`src/rtl/bfd_pkg.sv`:
```
`default_nettype none
package bfd_pkg;

  localparam int SAMPLE_COUNT_BITS   = 22;
  localparam int RATIO_FRACTION_BITS = 8;

  localparam int CNT_W   = SAMPLE_COUNT_BITS + 2;
  localparam int RSUM_W  = SAMPLE_COUNT_BITS + 8 + RATIO_FRACTION_BITS;
  localparam int RCNT_W  = SAMPLE_COUNT_BITS + 1;
  localparam int QW      = 8 + RATIO_FRACTION_BITS;   // quotient bits
  localparam int NUM_W   = 17 + RATIO_FRACTION_BITS;  // 255*n << frac
  localparam int QCW     = $clog2(QW);
  localparam int DIFF_W  = 8;
  localparam int NOISE_W = 23;
  localparam int PIX_W   = 25;
  localparam int THR_W   = NOISE_W + PIX_W;
  localparam int PCT_W   = CNT_W + THR_W + 1;
  localparam int MET_W   = RCNT_W + 8 + RATIO_FRACTION_BITS + 1;
  localparam int QDEPTH  = 2;
  localparam int QAW     = $clog2(QDEPTH);

  localparam logic [DIFF_W-1:0]  DIFF_RESET  = DIFF_W'(5);
  localparam logic [NOISE_W-1:0] NOISE_RESET = NOISE_W'(1966);
  localparam logic [PIX_W-1:0]   PIX_RESET   = PIX_W'(345600);

  localparam logic [1:0] REG_DIFF  = 2'd0;
  localparam logic [1:0] REG_NOISE = 2'd1;
  localparam logic [1:0] REG_PIX   = 2'd2;

  typedef enum logic [1:0] {
    RES_NONE,
    RES_HIT,
    RES_MISS
  } res_e;

  typedef enum logic [1:0] {
    ST_IDLE,
    ST_DIV,
    ST_ACC,
    ST_DEC
  } back_state_e;

  typedef struct packed {
    logic [7:0] frame0_upper;
    logic [7:0] frame0_lower;
    logic [7:0] frame1_upper;
    logic [7:0] frame1_lower;
    logic [7:0] frame2_upper;
    logic [7:0] frame2_lower;
    logic [7:0] frame3_upper;
    logic [7:0] frame3_lower;
    logic [7:0] frame4_upper;
    logic [7:0] frame4_lower;
    logic       last_sample;
  } in_item_t;

  typedef struct packed {
    logic signed [1:0] blend_direction;
    logic              blended;
  } out_item_t;

  // classified sample passed from front to back
  typedef struct packed {
    res_e       res_prev;
    res_e       res_mid;
    res_e       res_next;
    logic [8:0] num_mid;
    logic [8:0] den_mid;
    logic       last;
  } entry_t;

endpackage
`default_nettype wire

```
`src/rtl/bfd_front.sv`:
```
`default_nettype none
module bfd_front (
  input  var bfd_pkg::in_item_t          item_i,
  input  var logic [bfd_pkg::DIFF_W-1:0] diff_thr_i,
  output var bfd_pkg::entry_t            entry_o
);

  typedef struct packed {
    bfd_pkg::res_e res;
    logic [8:0]    num;
    logic [8:0]    den;
  } tri_t;

  // window test of one frame triple by cross products
  function automatic tri_t test_tri(input logic [8:0] sa, input logic [8:0] sm,
                                    input logic [8:0] sb, input logic [7:0] thr);
    logic signed [9:0]  d;
    logic signed [9:0]  n;
    logic signed [9:0]  dn;
    logic signed [9:0]  nn;
    logic [8:0]         ad;
    logic signed [19:0] p;
    logic signed [19:0] lo;
    logic signed [19:0] hi;
    tri_t               r;
    d  = $signed({1'b0, sb}) - $signed({1'b0, sa});
    n  = $signed({1'b0, sm}) - $signed({1'b0, sa});
    dn = d[9] ? -d : d;
    nn = d[9] ? -n : n;
    ad = dn[8:0];
    p  = (20'(nn) <<< 8) - 20'(nn);
    lo = 20'(dn) <<< 5;
    hi = (20'(dn) <<< 8) - (20'(dn) <<< 5);
    r.num = nn[8:0];
    r.den = dn[8:0];
    if (ad <= {thr, 1'b0}) begin
      r.res = bfd_pkg::RES_NONE;
    end else if (p > lo && p < hi) begin
      r.res = bfd_pkg::RES_HIT;
    end else begin
      r.res = bfd_pkg::RES_MISS;
    end
    return r;
  endfunction

  logic [8:0] s0, s1, s2, s3, s4;
  tri_t       t_prev, t_mid, t_next;

  // pair sums
  assign s0 = {1'b0, item_i.frame0_upper} + {1'b0, item_i.frame0_lower};
  assign s1 = {1'b0, item_i.frame1_upper} + {1'b0, item_i.frame1_lower};
  assign s2 = {1'b0, item_i.frame2_upper} + {1'b0, item_i.frame2_lower};
  assign s3 = {1'b0, item_i.frame3_upper} + {1'b0, item_i.frame3_lower};
  assign s4 = {1'b0, item_i.frame4_upper} + {1'b0, item_i.frame4_lower};

  // classify the three triples
  always_comb begin
    t_prev = test_tri(s0, s1, s2, diff_thr_i);
    t_mid  = test_tri(s1, s2, s3, diff_thr_i);
    t_next = test_tri(s2, s3, s4, diff_thr_i);
    entry_o.res_prev = t_prev.res;
    entry_o.res_mid  = t_mid.res;
    entry_o.res_next = t_next.res;
    entry_o.num_mid  = t_mid.num;
    entry_o.den_mid  = t_mid.den;
    entry_o.last     = item_i.last_sample;
  end

endmodule
`default_nettype wire

```
`src/rtl/bfd_queue.sv`:
```
`default_nettype none
module bfd_queue (
  input  var logic            clk_i,
  input  var logic            rst_ni,
  input  var logic            push_i,
  input  var bfd_pkg::entry_t data_i,
  output var logic            full_o,
  input  var logic            pop_i,
  output var logic            empty_o,
  output var bfd_pkg::entry_t data_o
);

  bfd_pkg::entry_t                mem_q [bfd_pkg::QDEPTH];
  logic [bfd_pkg::QAW-1:0]        wr_q, wr_d, rd_q, rd_d;
  logic [bfd_pkg::QAW:0]          cnt_q, cnt_d;

  assign full_o  = (cnt_q == (bfd_pkg::QAW+1)'(bfd_pkg::QDEPTH));
  assign empty_o = (cnt_q == '0);
  assign data_o  = mem_q[rd_q];

  // pointer and fill update
  always_comb begin
    wr_d  = wr_q;
    rd_d  = rd_q;
    cnt_d = cnt_q;
    if (push_i) begin
      wr_d = (wr_q == bfd_pkg::QAW'(bfd_pkg::QDEPTH-1)) ? '0 : wr_q + 1'b1;
    end
    if (pop_i) begin
      rd_d = (rd_q == bfd_pkg::QAW'(bfd_pkg::QDEPTH-1)) ? '0 : rd_q + 1'b1;
    end
    if (push_i && !pop_i) begin
      cnt_d = cnt_q + 1'b1;
    end else if (!push_i && pop_i) begin
      cnt_d = cnt_q - 1'b1;
    end
  end

  always_ff @(posedge clk_i or negedge rst_ni) begin
    if (!rst_ni) begin
      wr_q  <= '0;
      rd_q  <= '0;
      cnt_q <= '0;
    end else begin
      wr_q  <= wr_d;
      rd_q  <= rd_d;
      cnt_q <= cnt_d;
    end
  end

  // storage
  always_ff @(posedge clk_i) begin
    if (push_i) begin
      mem_q[wr_q] <= data_i;
    end
  end

endmodule
`default_nettype wire

```
`src/rtl/bfd_back.sv`:
```
`default_nettype none
module bfd_back (
  input  var logic                        clk_i,
  input  var logic                        rst_ni,
  input  var logic                        empty_i,
  input  var bfd_pkg::entry_t             entry_i,
  output var logic                        pop_o,
  input  var logic [bfd_pkg::THR_W-1:0]   thr_i,
  output var logic                        out_valid_o,
  input  var logic                        out_stall_i,
  output var bfd_pkg::out_item_t          out_item_o
);

  bfd_pkg::back_state_e              state_q, state_d;
  bfd_pkg::entry_t                   ent_q;
  logic [bfd_pkg::NUM_W-1:0]         rem_q, rem_d;
  logic [bfd_pkg::NUM_W-1:0]         dsh_q, dsh_d;
  logic [bfd_pkg::QW-1:0]            quo_q, quo_d;
  logic [bfd_pkg::QCW-1:0]           step_q, step_d;
  logic [bfd_pkg::CNT_W-1:0]         cnt_prev_q, cnt_mid_q, cnt_next_q;
  logic [bfd_pkg::RSUM_W-1:0]        rsum_q;
  logic [bfd_pkg::RCNT_W-1:0]        rcnt_q;
  logic signed [1:0]                 dec_q, dec_d;
  logic                              out_valid_q;
  bfd_pkg::out_item_t                out_q;
  logic                              out_free;
  logic                              do_pop, do_acc, do_dec;
  logic                              blended;
  logic                              trial_ok;
  logic [bfd_pkg::NUM_W-1:0]         trial;
  logic signed [bfd_pkg::PCT_W-1:0]  rhs;
  logic signed [bfd_pkg::PCT_W-1:0]  p_prev, p_mid, p_next;
  logic [bfd_pkg::MET_W-1:0]         m_lo, m_mid, m_hi, m_sum;

  // count times 200*65536 as shift and add
  function automatic logic signed [bfd_pkg::PCT_W-1:0] pct(
      input logic [bfd_pkg::CNT_W-1:0] c);
    logic signed [bfd_pkg::PCT_W-1:0] v;
    v = bfd_pkg::PCT_W'($signed(c));
    return ((v <<< 7) + (v <<< 6) + (v <<< 3)) <<< 16;
  endfunction

  function automatic logic [bfd_pkg::CNT_W-1:0] cnt_upd(
      input logic [bfd_pkg::CNT_W-1:0] c, input bfd_pkg::res_e r);
    logic [bfd_pkg::CNT_W-1:0] v;
    case (r)
      bfd_pkg::RES_HIT:  v = c + 1'b1;
      bfd_pkg::RES_MISS: v = c - 1'b1;
      default:           v = c;
    endcase
    return v;
  endfunction

  assign out_free = !out_valid_q || !out_stall_i;
  assign trial    = rem_q - dsh_q;
  assign trial_ok = (rem_q >= dsh_q);

  // next state
  always_comb begin
    state_d = state_q;
    case (state_q)
      bfd_pkg::ST_IDLE: begin
        if (!empty_i) begin
          state_d = (entry_i.res_mid == bfd_pkg::RES_HIT) ? bfd_pkg::ST_DIV
                                                           : bfd_pkg::ST_ACC;
        end
      end
      bfd_pkg::ST_DIV: begin
        if (step_q == '0) state_d = bfd_pkg::ST_ACC;
      end
      bfd_pkg::ST_ACC: begin
        state_d = ent_q.last ? bfd_pkg::ST_DEC : bfd_pkg::ST_IDLE;
      end
      bfd_pkg::ST_DEC: begin
        if (out_free) state_d = bfd_pkg::ST_IDLE;
      end
      default: state_d = bfd_pkg::ST_IDLE;
    endcase
  end

  // state outputs
  always_comb begin
    do_pop = 1'b0;
    do_acc = 1'b0;
    do_dec = 1'b0;
    case (state_q)
      bfd_pkg::ST_IDLE: do_pop = !empty_i;
      bfd_pkg::ST_ACC:  do_acc = 1'b1;
      bfd_pkg::ST_DEC:  do_dec = out_free;
      default: ;
    endcase
  end
  assign pop_o = do_pop;

  // restoring divider, one quotient bit per cycle
  always_comb begin
    rem_d  = rem_q;
    dsh_d  = dsh_q;
    quo_d  = quo_q;
    step_d = step_q;
    if (do_pop) begin
      rem_d  = ((bfd_pkg::NUM_W'(entry_i.num_mid) << 8) - bfd_pkg::NUM_W'(entry_i.num_mid))
               << bfd_pkg::RATIO_FRACTION_BITS;
      dsh_d  = bfd_pkg::NUM_W'(entry_i.den_mid) << (bfd_pkg::QW-1);
      quo_d  = '0;
      step_d = bfd_pkg::QCW'(bfd_pkg::QW-1);
    end else if (state_q == bfd_pkg::ST_DIV) begin
      if (trial_ok) rem_d = trial;
      quo_d  = {quo_q[bfd_pkg::QW-2:0], trial_ok};
      dsh_d  = dsh_q >> 1;
      step_d = step_q - 1'b1;
    end
  end

  // decision terms
  always_comb begin
    rhs    = bfd_pkg::PCT_W'(thr_i);
    p_prev = pct(cnt_prev_q);
    p_mid  = pct(cnt_mid_q);
    p_next = pct(cnt_next_q);
    blended = (p_mid > rhs) && (p_prev < rhs) && (p_next < rhs);
    m_lo  = bfd_pkg::MET_W'(rcnt_q) << (5 + bfd_pkg::RATIO_FRACTION_BITS);
    m_mid = bfd_pkg::MET_W'(rcnt_q) << (7 + bfd_pkg::RATIO_FRACTION_BITS);
    m_hi  = (bfd_pkg::MET_W'(rcnt_q) << (8 + bfd_pkg::RATIO_FRACTION_BITS)) - m_lo;
    m_sum = bfd_pkg::MET_W'(rsum_q);
    dec_d = dec_q;
    if (!blended) begin
      dec_d = 2'sd0;
    end else if (m_sum < m_mid && m_sum > m_lo) begin
      dec_d = -2'sd1;
    end else if (m_sum > m_mid && m_sum < m_hi) begin
      dec_d = 2'sd1;
    end
  end

  always_ff @(posedge clk_i or negedge rst_ni) begin
    if (!rst_ni) begin
      state_q     <= bfd_pkg::ST_IDLE;
      cnt_prev_q  <= '0;
      cnt_mid_q   <= '0;
      cnt_next_q  <= '0;
      rsum_q      <= '0;
      rcnt_q      <= bfd_pkg::RCNT_W'(1);
      dec_q       <= 2'sd0;
      out_valid_q <= 1'b0;
      step_q      <= '0;
    end else begin
      state_q <= state_d;
      step_q  <= step_d;
      // accumulate one classified sample
      if (do_acc) begin
        cnt_prev_q <= cnt_upd(cnt_prev_q, ent_q.res_prev);
        cnt_mid_q  <= cnt_upd(cnt_mid_q, ent_q.res_mid);
        cnt_next_q <= cnt_upd(cnt_next_q, ent_q.res_next);
        if (ent_q.res_mid == bfd_pkg::RES_HIT) begin
          rsum_q <= rsum_q + bfd_pkg::RSUM_W'(quo_q);
          rcnt_q <= rcnt_q + 1'b1;
        end
      end
      // decide and clear accumulators
      if (do_dec) begin
        dec_q      <= dec_d;
        cnt_prev_q <= '0;
        cnt_mid_q  <= '0;
        cnt_next_q <= '0;
        rsum_q     <= '0;
        rcnt_q     <= bfd_pkg::RCNT_W'(1);
      end
      if (do_dec) begin
        out_valid_q <= 1'b1;
      end else if (!out_stall_i) begin
        out_valid_q <= 1'b0;
      end
    end
  end

  // payload registers
  always_ff @(posedge clk_i) begin
    rem_q <= rem_d;
    dsh_q <= dsh_d;
    quo_q <= quo_d;
    if (do_pop) ent_q <= entry_i;
    if (do_dec) begin
      out_q.blend_direction <= dec_d;
      out_q.blended         <= blended;
    end
  end

  assign out_valid_o = out_valid_q;
  assign out_item_o  = out_q;

endmodule
`default_nettype wire

```
`src/rtl/blend_frame_detector_unit.sv`:
```
// flow: the queue registers each accepted item; the back part pops it when
//   idle, divides the centre ratio bit-serially when the centre triple hits,
//   accumulates it, and on the last item of a frame decides and registers
//   the result; the back part takes one item at a time through the single
//   bit-serial divider, while the queue holds further items until full
// reset: asynchronous active low; state and configuration registers reset,
//   accumulators clear and the decision returns to zero
`default_nettype none
module blend_frame_detector_unit (
  input  var logic               clk_i,
  input  var logic               rst_ni,
  input  var logic               in_valid_i,
  output var logic               in_stall_o,
  input  var bfd_pkg::in_item_t  in_item_i,
  output var logic               out_valid_o,
  input  var logic               out_stall_i,
  output var bfd_pkg::out_item_t out_item_o,
  input  var logic               psel,
  input  var logic               penable,
  input  var logic               pwrite,
  input  var logic [3:0]         paddr,
  input  var logic [31:0]        pwdata,
  output var logic [31:0]        prdata,
  output var logic               pready
);

  logic [bfd_pkg::DIFF_W-1:0]  diff_q;
  logic [bfd_pkg::NOISE_W-1:0] noise_q;
  logic [bfd_pkg::PIX_W-1:0]   pix_q;
  logic [bfd_pkg::THR_W-1:0]   thr_q;
  logic                        cfg_wr;
  logic                        full, empty, pop, push;
  bfd_pkg::entry_t             f_entry, q_entry;

  // configuration registers
  assign pready = 1'b1;
  assign cfg_wr = psel && penable && pwrite;

  always_ff @(posedge clk_i or negedge rst_ni) begin
    if (!rst_ni) begin
      diff_q  <= bfd_pkg::DIFF_RESET;
      noise_q <= bfd_pkg::NOISE_RESET;
      pix_q   <= bfd_pkg::PIX_RESET;
    end else if (cfg_wr) begin
      case (paddr[3:2])
        bfd_pkg::REG_DIFF:  diff_q  <= pwdata[bfd_pkg::DIFF_W-1:0];
        bfd_pkg::REG_NOISE: noise_q <= pwdata[bfd_pkg::NOISE_W-1:0];
        bfd_pkg::REG_PIX:   pix_q   <= pwdata[bfd_pkg::PIX_W-1:0];
        default: ;
      endcase
    end
  end

  always_comb begin
    case (paddr[3:2])
      bfd_pkg::REG_DIFF:  prdata = 32'(diff_q);
      bfd_pkg::REG_NOISE: prdata = 32'(noise_q);
      bfd_pkg::REG_PIX:   prdata = 32'(pix_q);
      default:            prdata = '0;
    endcase
  end

  // threshold product, settles while the block is idle
  always_ff @(posedge clk_i) begin
    thr_q <= bfd_pkg::THR_W'(noise_q) * bfd_pkg::THR_W'(pix_q);
  end

  assign in_stall_o = full;
  assign push       = in_valid_i && !full;

  bfd_front u_front (
    .item_i     (in_item_i),
    .diff_thr_i (diff_q),
    .entry_o    (f_entry)
  );

  bfd_queue u_queue (
    .clk_i   (clk_i),
    .rst_ni  (rst_ni),
    .push_i  (push),
    .data_i  (f_entry),
    .full_o  (full),
    .pop_i   (pop),
    .empty_o (empty),
    .data_o  (q_entry)
  );

  bfd_back u_back (
    .clk_i       (clk_i),
    .rst_ni      (rst_ni),
    .empty_i     (empty),
    .entry_i     (q_entry),
    .pop_o       (pop),
    .thr_i       (thr_q),
    .out_valid_o (out_valid_o),
    .out_stall_i (out_stall_i),
    .out_item_o  (out_item_o)
  );

endmodule
`default_nettype wire

```
`config.mk`:
```
export PLATFORM = sky130hd
export DESIGN_NAME = blend_frame_detector_unit
export DESIGN_NICKNAME = d
export VERILOG_FILES = /design/src/rtl/bfd_pkg.sv /design/src/rtl/bfd_front.sv /design/src/rtl/bfd_queue.sv /design/src/rtl/bfd_back.sv /design/src/rtl/blend_frame_detector_unit.sv
export SDC_FILE = /design/constraint.sdc
export NUM_CORES = 2
export LEC_CHECK = 0
export ABC_AREA = 0
export BUFFER_PORTS_ARGS = -buffer_cell sky130_fd_sc_hd__buf_4
export CAP_MARGIN = 0
export CORE_ASPECT_RATIO = 0.5
export CORE_UTILIZATION = 45
export CTS_CLUSTER_DIAMETER = 60
export DETAILED_ROUTE_END_ITERATION = 16
export GPL_ROUTABILITY_DRIVEN = 0
export GPL_TIMING_DRIVEN = 0
export PLACE_DENSITY = 0.69
export SLEW_MARGIN = 25
export SYNTH_ARGS = -nofsm -noshare
export SYNTH_HDL_FRONTEND = slang
export SYNTH_SLANG_ARGS = --single-unit
```
`constraint.sdc`:
```
create_clock -name clk_i -period 7.6 [get_ports clk_i]
set_input_delay 1.52 -clock clk_i [delete_from_list [all_inputs] [get_ports clk_i]]
set_output_delay 1.52 -clock clk_i [all_outputs]
set_load 0.02 [all_outputs]
```
After elaboration in Yosys (flattened, before gate mapping)
Memory sizes are Yosys's and may differ from the RTL's.
Index checks and enable logic that the tools add are counted.
{ "word_totals": {"word_cells": 204, "out_inout_bits": 38, "regBits": 325, "n_memories": 1, "inputBits": 124, "ramBits": 50} }
{ "memory_table": {"columns": ["name", "words", "word_bits", "rd", "rd_ports_with_merged_regs", "write_ports", "line_no", "source"], "rows": [
  ["u_queue.mem_q", 2, 25, 1, 0, 1, "bfd_queue.sv:13", "bfd_pkg::entry_t mem_q [bfd_pkg::QDEPTH];"]
]} }
{ "op_classes": {"multipliers": 1, "reduce_logical": 41, "n_lt_le_gt_ge": 17, "eq_ne": 17, "mux": 55, "addsub": 45} }
{ "op_table": {"columns": ["cell", "count"], "rows": [
  ["two-way mux 24 bit", 8],
  ["less-than comparator 73 x 49 -> 1 bit", 2],
  ["case mux 24 bit (2 select lines)", 3],
  ["two-way mux 38 bit", 3],
  ["adder 32 x 27 -> 33 bit", 3],
  ["adder 31 x 30 -> 32 bit", 3],
  ["two-way mux 25 bit", 3],
  ["case mux 25 bit (3 select lines)", 1],
  ["greater-than comparator 73 x 49 -> 1 bit", 1],
  ["adder 24 x 1 -> 24 bit, second input constant", 3],
  ["subtractor 24 x 1 -> 24 bit, second input constant", 3],
  ["two-way mux 23 bit", 3],
  ["two-way mux 10 bit", 6],
  ["negation 10 bit", 6],
  ["subtractor 9 x 9 -> 10 bit", 6],
  ["greater-than comparator 19 x 15 -> 1 bit", 3],
  ["less-than comparator 19 bit", 3],
  ["subtractor 18 x 10 -> 19 bit", 3],
  ["subtractor 18 x 15 -> 19 bit", 3],
  ["multiplier 23 x 25 -> 48 bit", 1],
  ["adder 8 x 8 -> 9 bit", 5],
  ["less-than comparator 38 x 40 -> 1 bit", 1],
  ["subtractor 39 x 36 -> 40 bit", 1],
  ["adder 38 x 16 -> 38 bit", 1],
  ["other kinds (29)", 101]
]} }

Longest topological paths before layout
{ "depth": {"word_depth": 9, "mapped_depth": 37, "ltp_nobuf": 35} }

Cells and area by module
Synthesis repeated with hierarchy kept, for this count alone.
{ "unflattened": {"cells_unflattened": 6492, "hier_area_um2": 57963.1} }
{ "by_module_without_submodules": {"columns": ["module", "cells_each", "instances", "seq_area_each_um2", "area_per_inst_um2"], "rows": [
  ["bfd_back", 2537, 1, 5416.4, 22576.7],
  ["blend_frame_detector_unit", 2407, 1, 2381.0, 22374.0],
  ["bfd_front", 1454, 1, 0.0, 10920.5],
  ["bfd_queue", 94, 1, 1601.5, 2092.0]
]} }

Least setup slack after synthesis
No wires, ideal clock.
{ "synth_timing": {"path_kind": "input-to-reg", "from": "input in_item_i[33] in the netlist's numbering", "to": "memory u_queue.mem_q[0][19] in the netlist's numbering (data pin)", "stages": 30, "n_path_buf": 2, "arrival_time_ns": 7.849, "required_ns": 7.331, "slack_ns": -0.517, "setup_ns": 0.269, "path_cell_list": "ha_1 > fa_1 > a211oi_2 > nor2_1 > or2_1 > inv_1 > xnor2_1 > ha_1 > ha_1 > nand3_1 > o2111ai_1 > o311a_1 > or2_2 > clkbuf_1 > clkbuf_1 > nor2_1 > xor2_1 > inv_1 > ha_1 > a31oi_1 > maj3_1 > nor3_1 > a2111oi_2 > o22ai_1 > xor2_1 > ha_1 > nand4_1 > or4_1 > nor3_1 > nor4_1"} }
{ "synth_rtl": {"columns": ["element", "line_no", "source"], "rows": [
  ["start: declaration", "blend_frame_detector_unit.sv:14", "input var bfd_pkg::in_item_t in_item_i,"],
  ["end: declaration", "bfd_queue.sv:13", null]
]} }

==> impl_metrics.yaml <==
status:
  outcome: "complete, but fails checks"
  violations: "setup timing"
global_route:
  grt_start_max_net_pins: 72
  overflow: 0
  grt_pass1_wl_um: 240000
  globalRouteTotalUtil_pct: 24.0
  grt_pass1_vias: 44200
  antenna_found_initial: 4
worst_setup_path:
  crit_start: "in_item_i[65]"
  cp_max_fo: 3
  ff2ff_path_depth: 25
  crit_path_start_kind: "input pin"
  cp.arrival_ns: 8.00
  cp_common_cell: "o21a_1"
  critPathKind: "input pin to register"
  cp-end-kind: "register"
  r2r-start: "pix_q[14]"
  required_ns: 7.92
  reg2reg_slack_ns: 0.22
  slowest_delay_ns: 0.59
  slowest_stage: "fa_2"
  r2r_end: "thr_q[44]"
synth:
  async_reset_ff_share_pct: 53.9
  syn-cell-area_mm2: 0.0557
  ys.flop_type: "dfrtp_1"
  synth_seq_cells: 375
  ys_types: 99
  synth_edf_count: 86
  syn-mean-instance-area_um2: 8.86
  seq_area_frac_synth_pct: 16.9
  yosys_warnings: 0
  synth_cells: 6283
floorplanning:
  fp.dieH_um: 251
  initial_utilization_pct: 45.8
  dieArea_mm2: 0.125
  dieWidth_um: 499
  core_mm2: 0.122
  rows: 90
  io_pins: 162
clock_network:
  htree_num_levels: 2
  cts_sinks: 375
  cts.reportedPaths.clkPinSlew_ns: 0.06
  clk_latency_ns: 0.62
  cts_tree: "built"
  clock_path_buffers: 3
  numCtsBuffers: 41
  root_buffer: "clkbuf_16"
timing:
  timing.fmax_mhz: 130
  finalCritPeriodShare_pct: 101
  drv_slew: 0
  setup_viol: 2
  rsz0062_at_grt: "true"
  timing.setup.tns_ns: -0.147
  fin_crit_ns: 7.67
  skew_ns: 0.0513
  slew_headroom_pct: 37.3
  tightest_slew_ns: 0.939
  hold_violations: 0
  setup_slack_ns: -0.0735
finish:
  final_common_cell: "nand2_1"
  areaGrowthSynthToFinish_pct: 13.5
  drive_above_1_share_pct: 12.2
  nNetsFinal: 8052
  final_cell_mix: "nand2_1 (784), inv_1 (779), ha_1 (743), fa_1 (561), a21oi_1 (316)"
detailed_routing:
  vias_per_cell: 5.49
  routed_wl_um: 152000
  drt_iter0_drc: 3254
  drt_first_pass_iters: 5
  wl_per_cell_um: 18.5
  detail-route-antenna-nets: 0
  num_vias: 45200
  drcViolationCount: 0
hold_path:
  whs_path_depth: 2
  hp-class: "register to register"
  hold_end: "u_back.dsh_q[12]"
  min-delay-start: "u_back.dsh_q[13]"
run:
  drv_cap: 0
placement:
  dp_hpwl_um: 122000
  io_buffers: 144
==> Yosys cell counts (20+ instances only) <==
cell	n	area share (%)
edfxtp_1	86	4.6
o21bai_1	63	0.85
or3_1	25	0.28
nand4_1	50	0.56
nand2_1	786	5.3
dfxtp_1	87	3.1
and2_1	191	2.1
clkbuf_1	177	1.2
or2_2	25	0.28
nand2b_1	68	0.76
a21oi_1	340	3.1
o211ai_1	20	0.27
a22o_1	28	0.44
mux2i_1	40	0.72
fa_1	568	20
a31oi_1	35	0.39
nor4_1	21	0.24
o21a_1	93	1.3
mux2_2	64	1.3
xor2_1	147	2.3
and3_1	48	0.54
dfrtp_1	186	8.4
o31ai_1	21	0.28
nor3_1	100	0.90
inv_1	788	5.3
ha_1	772	17
xnor2_1	293	4.6
a211oi_1	28	0.38
nand3_1	91	0.82
o21ai_0	266	2.4
nor2b_1	86	0.97
a21o_1	135	1.8
nor2_1	267	1.8
o22ai_1	34	0.38
a21boi_0	26	0.35
==> sequential cells by signal, summed over array words and instances, names as in the netlist <==
signal,count
u_back.cnt_prev_q,24
u_back.state_q,2
noise_q,23
u_queue.cnt_q,2
thr_q,48
u_queue.mem_q,50
u_back.ent_q,7
pix_q,25
u_back.rcnt_q,23
diff_q,8
u_back.step_q,4
u_queue.rd_q,1
u_back.rem_q,25
u_queue.wr_q,1
u_back.out_valid_o,1
u_back.quo_q,16
u_back.cnt_mid_q,24
u_back.dsh_q,24
u_back.dec_q,2
u_back.cnt_next_q,24
u_back.out_item_o,3
u_back.rsum_q,38
==> worst max path at each step <==
stage / depth (start not counted) / end / slack (ns)
after floorplan: 30 / u_queue.mem_q[0][19] / -0.09
final: 32 / u_queue.mem_q[1][24] / -0.07
after global placement: 32 / u_queue.mem_q[0][19] / -2.28
after global routing: 33 / u_queue.mem_q[1][24] / -0.34
after CTS: 23 / thr_q[44] / -0.02
after detailed placement: 25 / thr_q[44] / -2.07
==> metrics by stage <==
| step | area (um2) | util (%) | setup slack [ns] | cells | hold WS (ns) |
|---|---|---|---|---|---|
| 2_1_floorplan | 56000 | - | -0.0874 | 6289 | 0.440 |
| 3_3_place_gp | 59100 | 48.6 | -2.28 | 8043 | 0.453 |
| 3_5_place_dp | 59200 | 48.7 | -2.07 | 8049 | 0.462 |
| 4_1_cts | 61700 | 50.7 | -0.0214 | 8161 | 0.471 |
| 5_1_grt | 63200 | 51.9 | -0.342 | 8232 | 0.488 |
| 6_report | 63200 | 51.9 | -0.0735 | 8234 | 0.471 |
==> critical path, delay by kind of cell <==
kind | cells | cell delay, ns
buffers and inverters | 4 | 0.47
XOR/XNOR | 4 | 0.70
AND/OR/NAND/NOR | 4 | 0.62
AO/OA/AOI/OAI | 13 | 2.62
adder cells (fa/ha/maj) | 7 | 2.06
==> cells by family after synthesis <==
kind of cell,count (synthesis),synth area share [%]
flops,375,16.9
buf+inv,985,6.71
other cells,2,0.0135
mux,104,2.01
fa+ha+maj,1350,38.0
simple gates,1805,15.3
xor+xnor,443,7.04
compound gates,1219,14.1
==> per-layer routing <==
metal  vias to the layer above  share of wire [%]  track usage, %
met5                         -              0.022               0
met4                         6                3.5            7.23
met3                       294                7.6            4.84
met2                      1381                 44            37.3
met1                     21800                 45            33.4
li1                      21700                  -               -
==> what timing repair did <==
action	in CTS	in global routing
buffers inserted	54	73
hold buffers	0	0
pin swaps	42	83
gates resized for setup	220	257
endpoints found under the setup margin	41	28
==> cell type report <==
type                       count  area (um2)
clock inverter                26         319
multi-input combinational   4929       44100
timing repair buffer         276        2200
clock buffer                  50        1080
fill                       11100       58500
antenna                        3        7.51
sequential                   375        9420
buffer                       172        1000
inverter                     793        2990
tap                         1610        2010
Power is not shown: default switching activity piles up to over one toggle a cycle in this logic, so the estimate is an artifact.
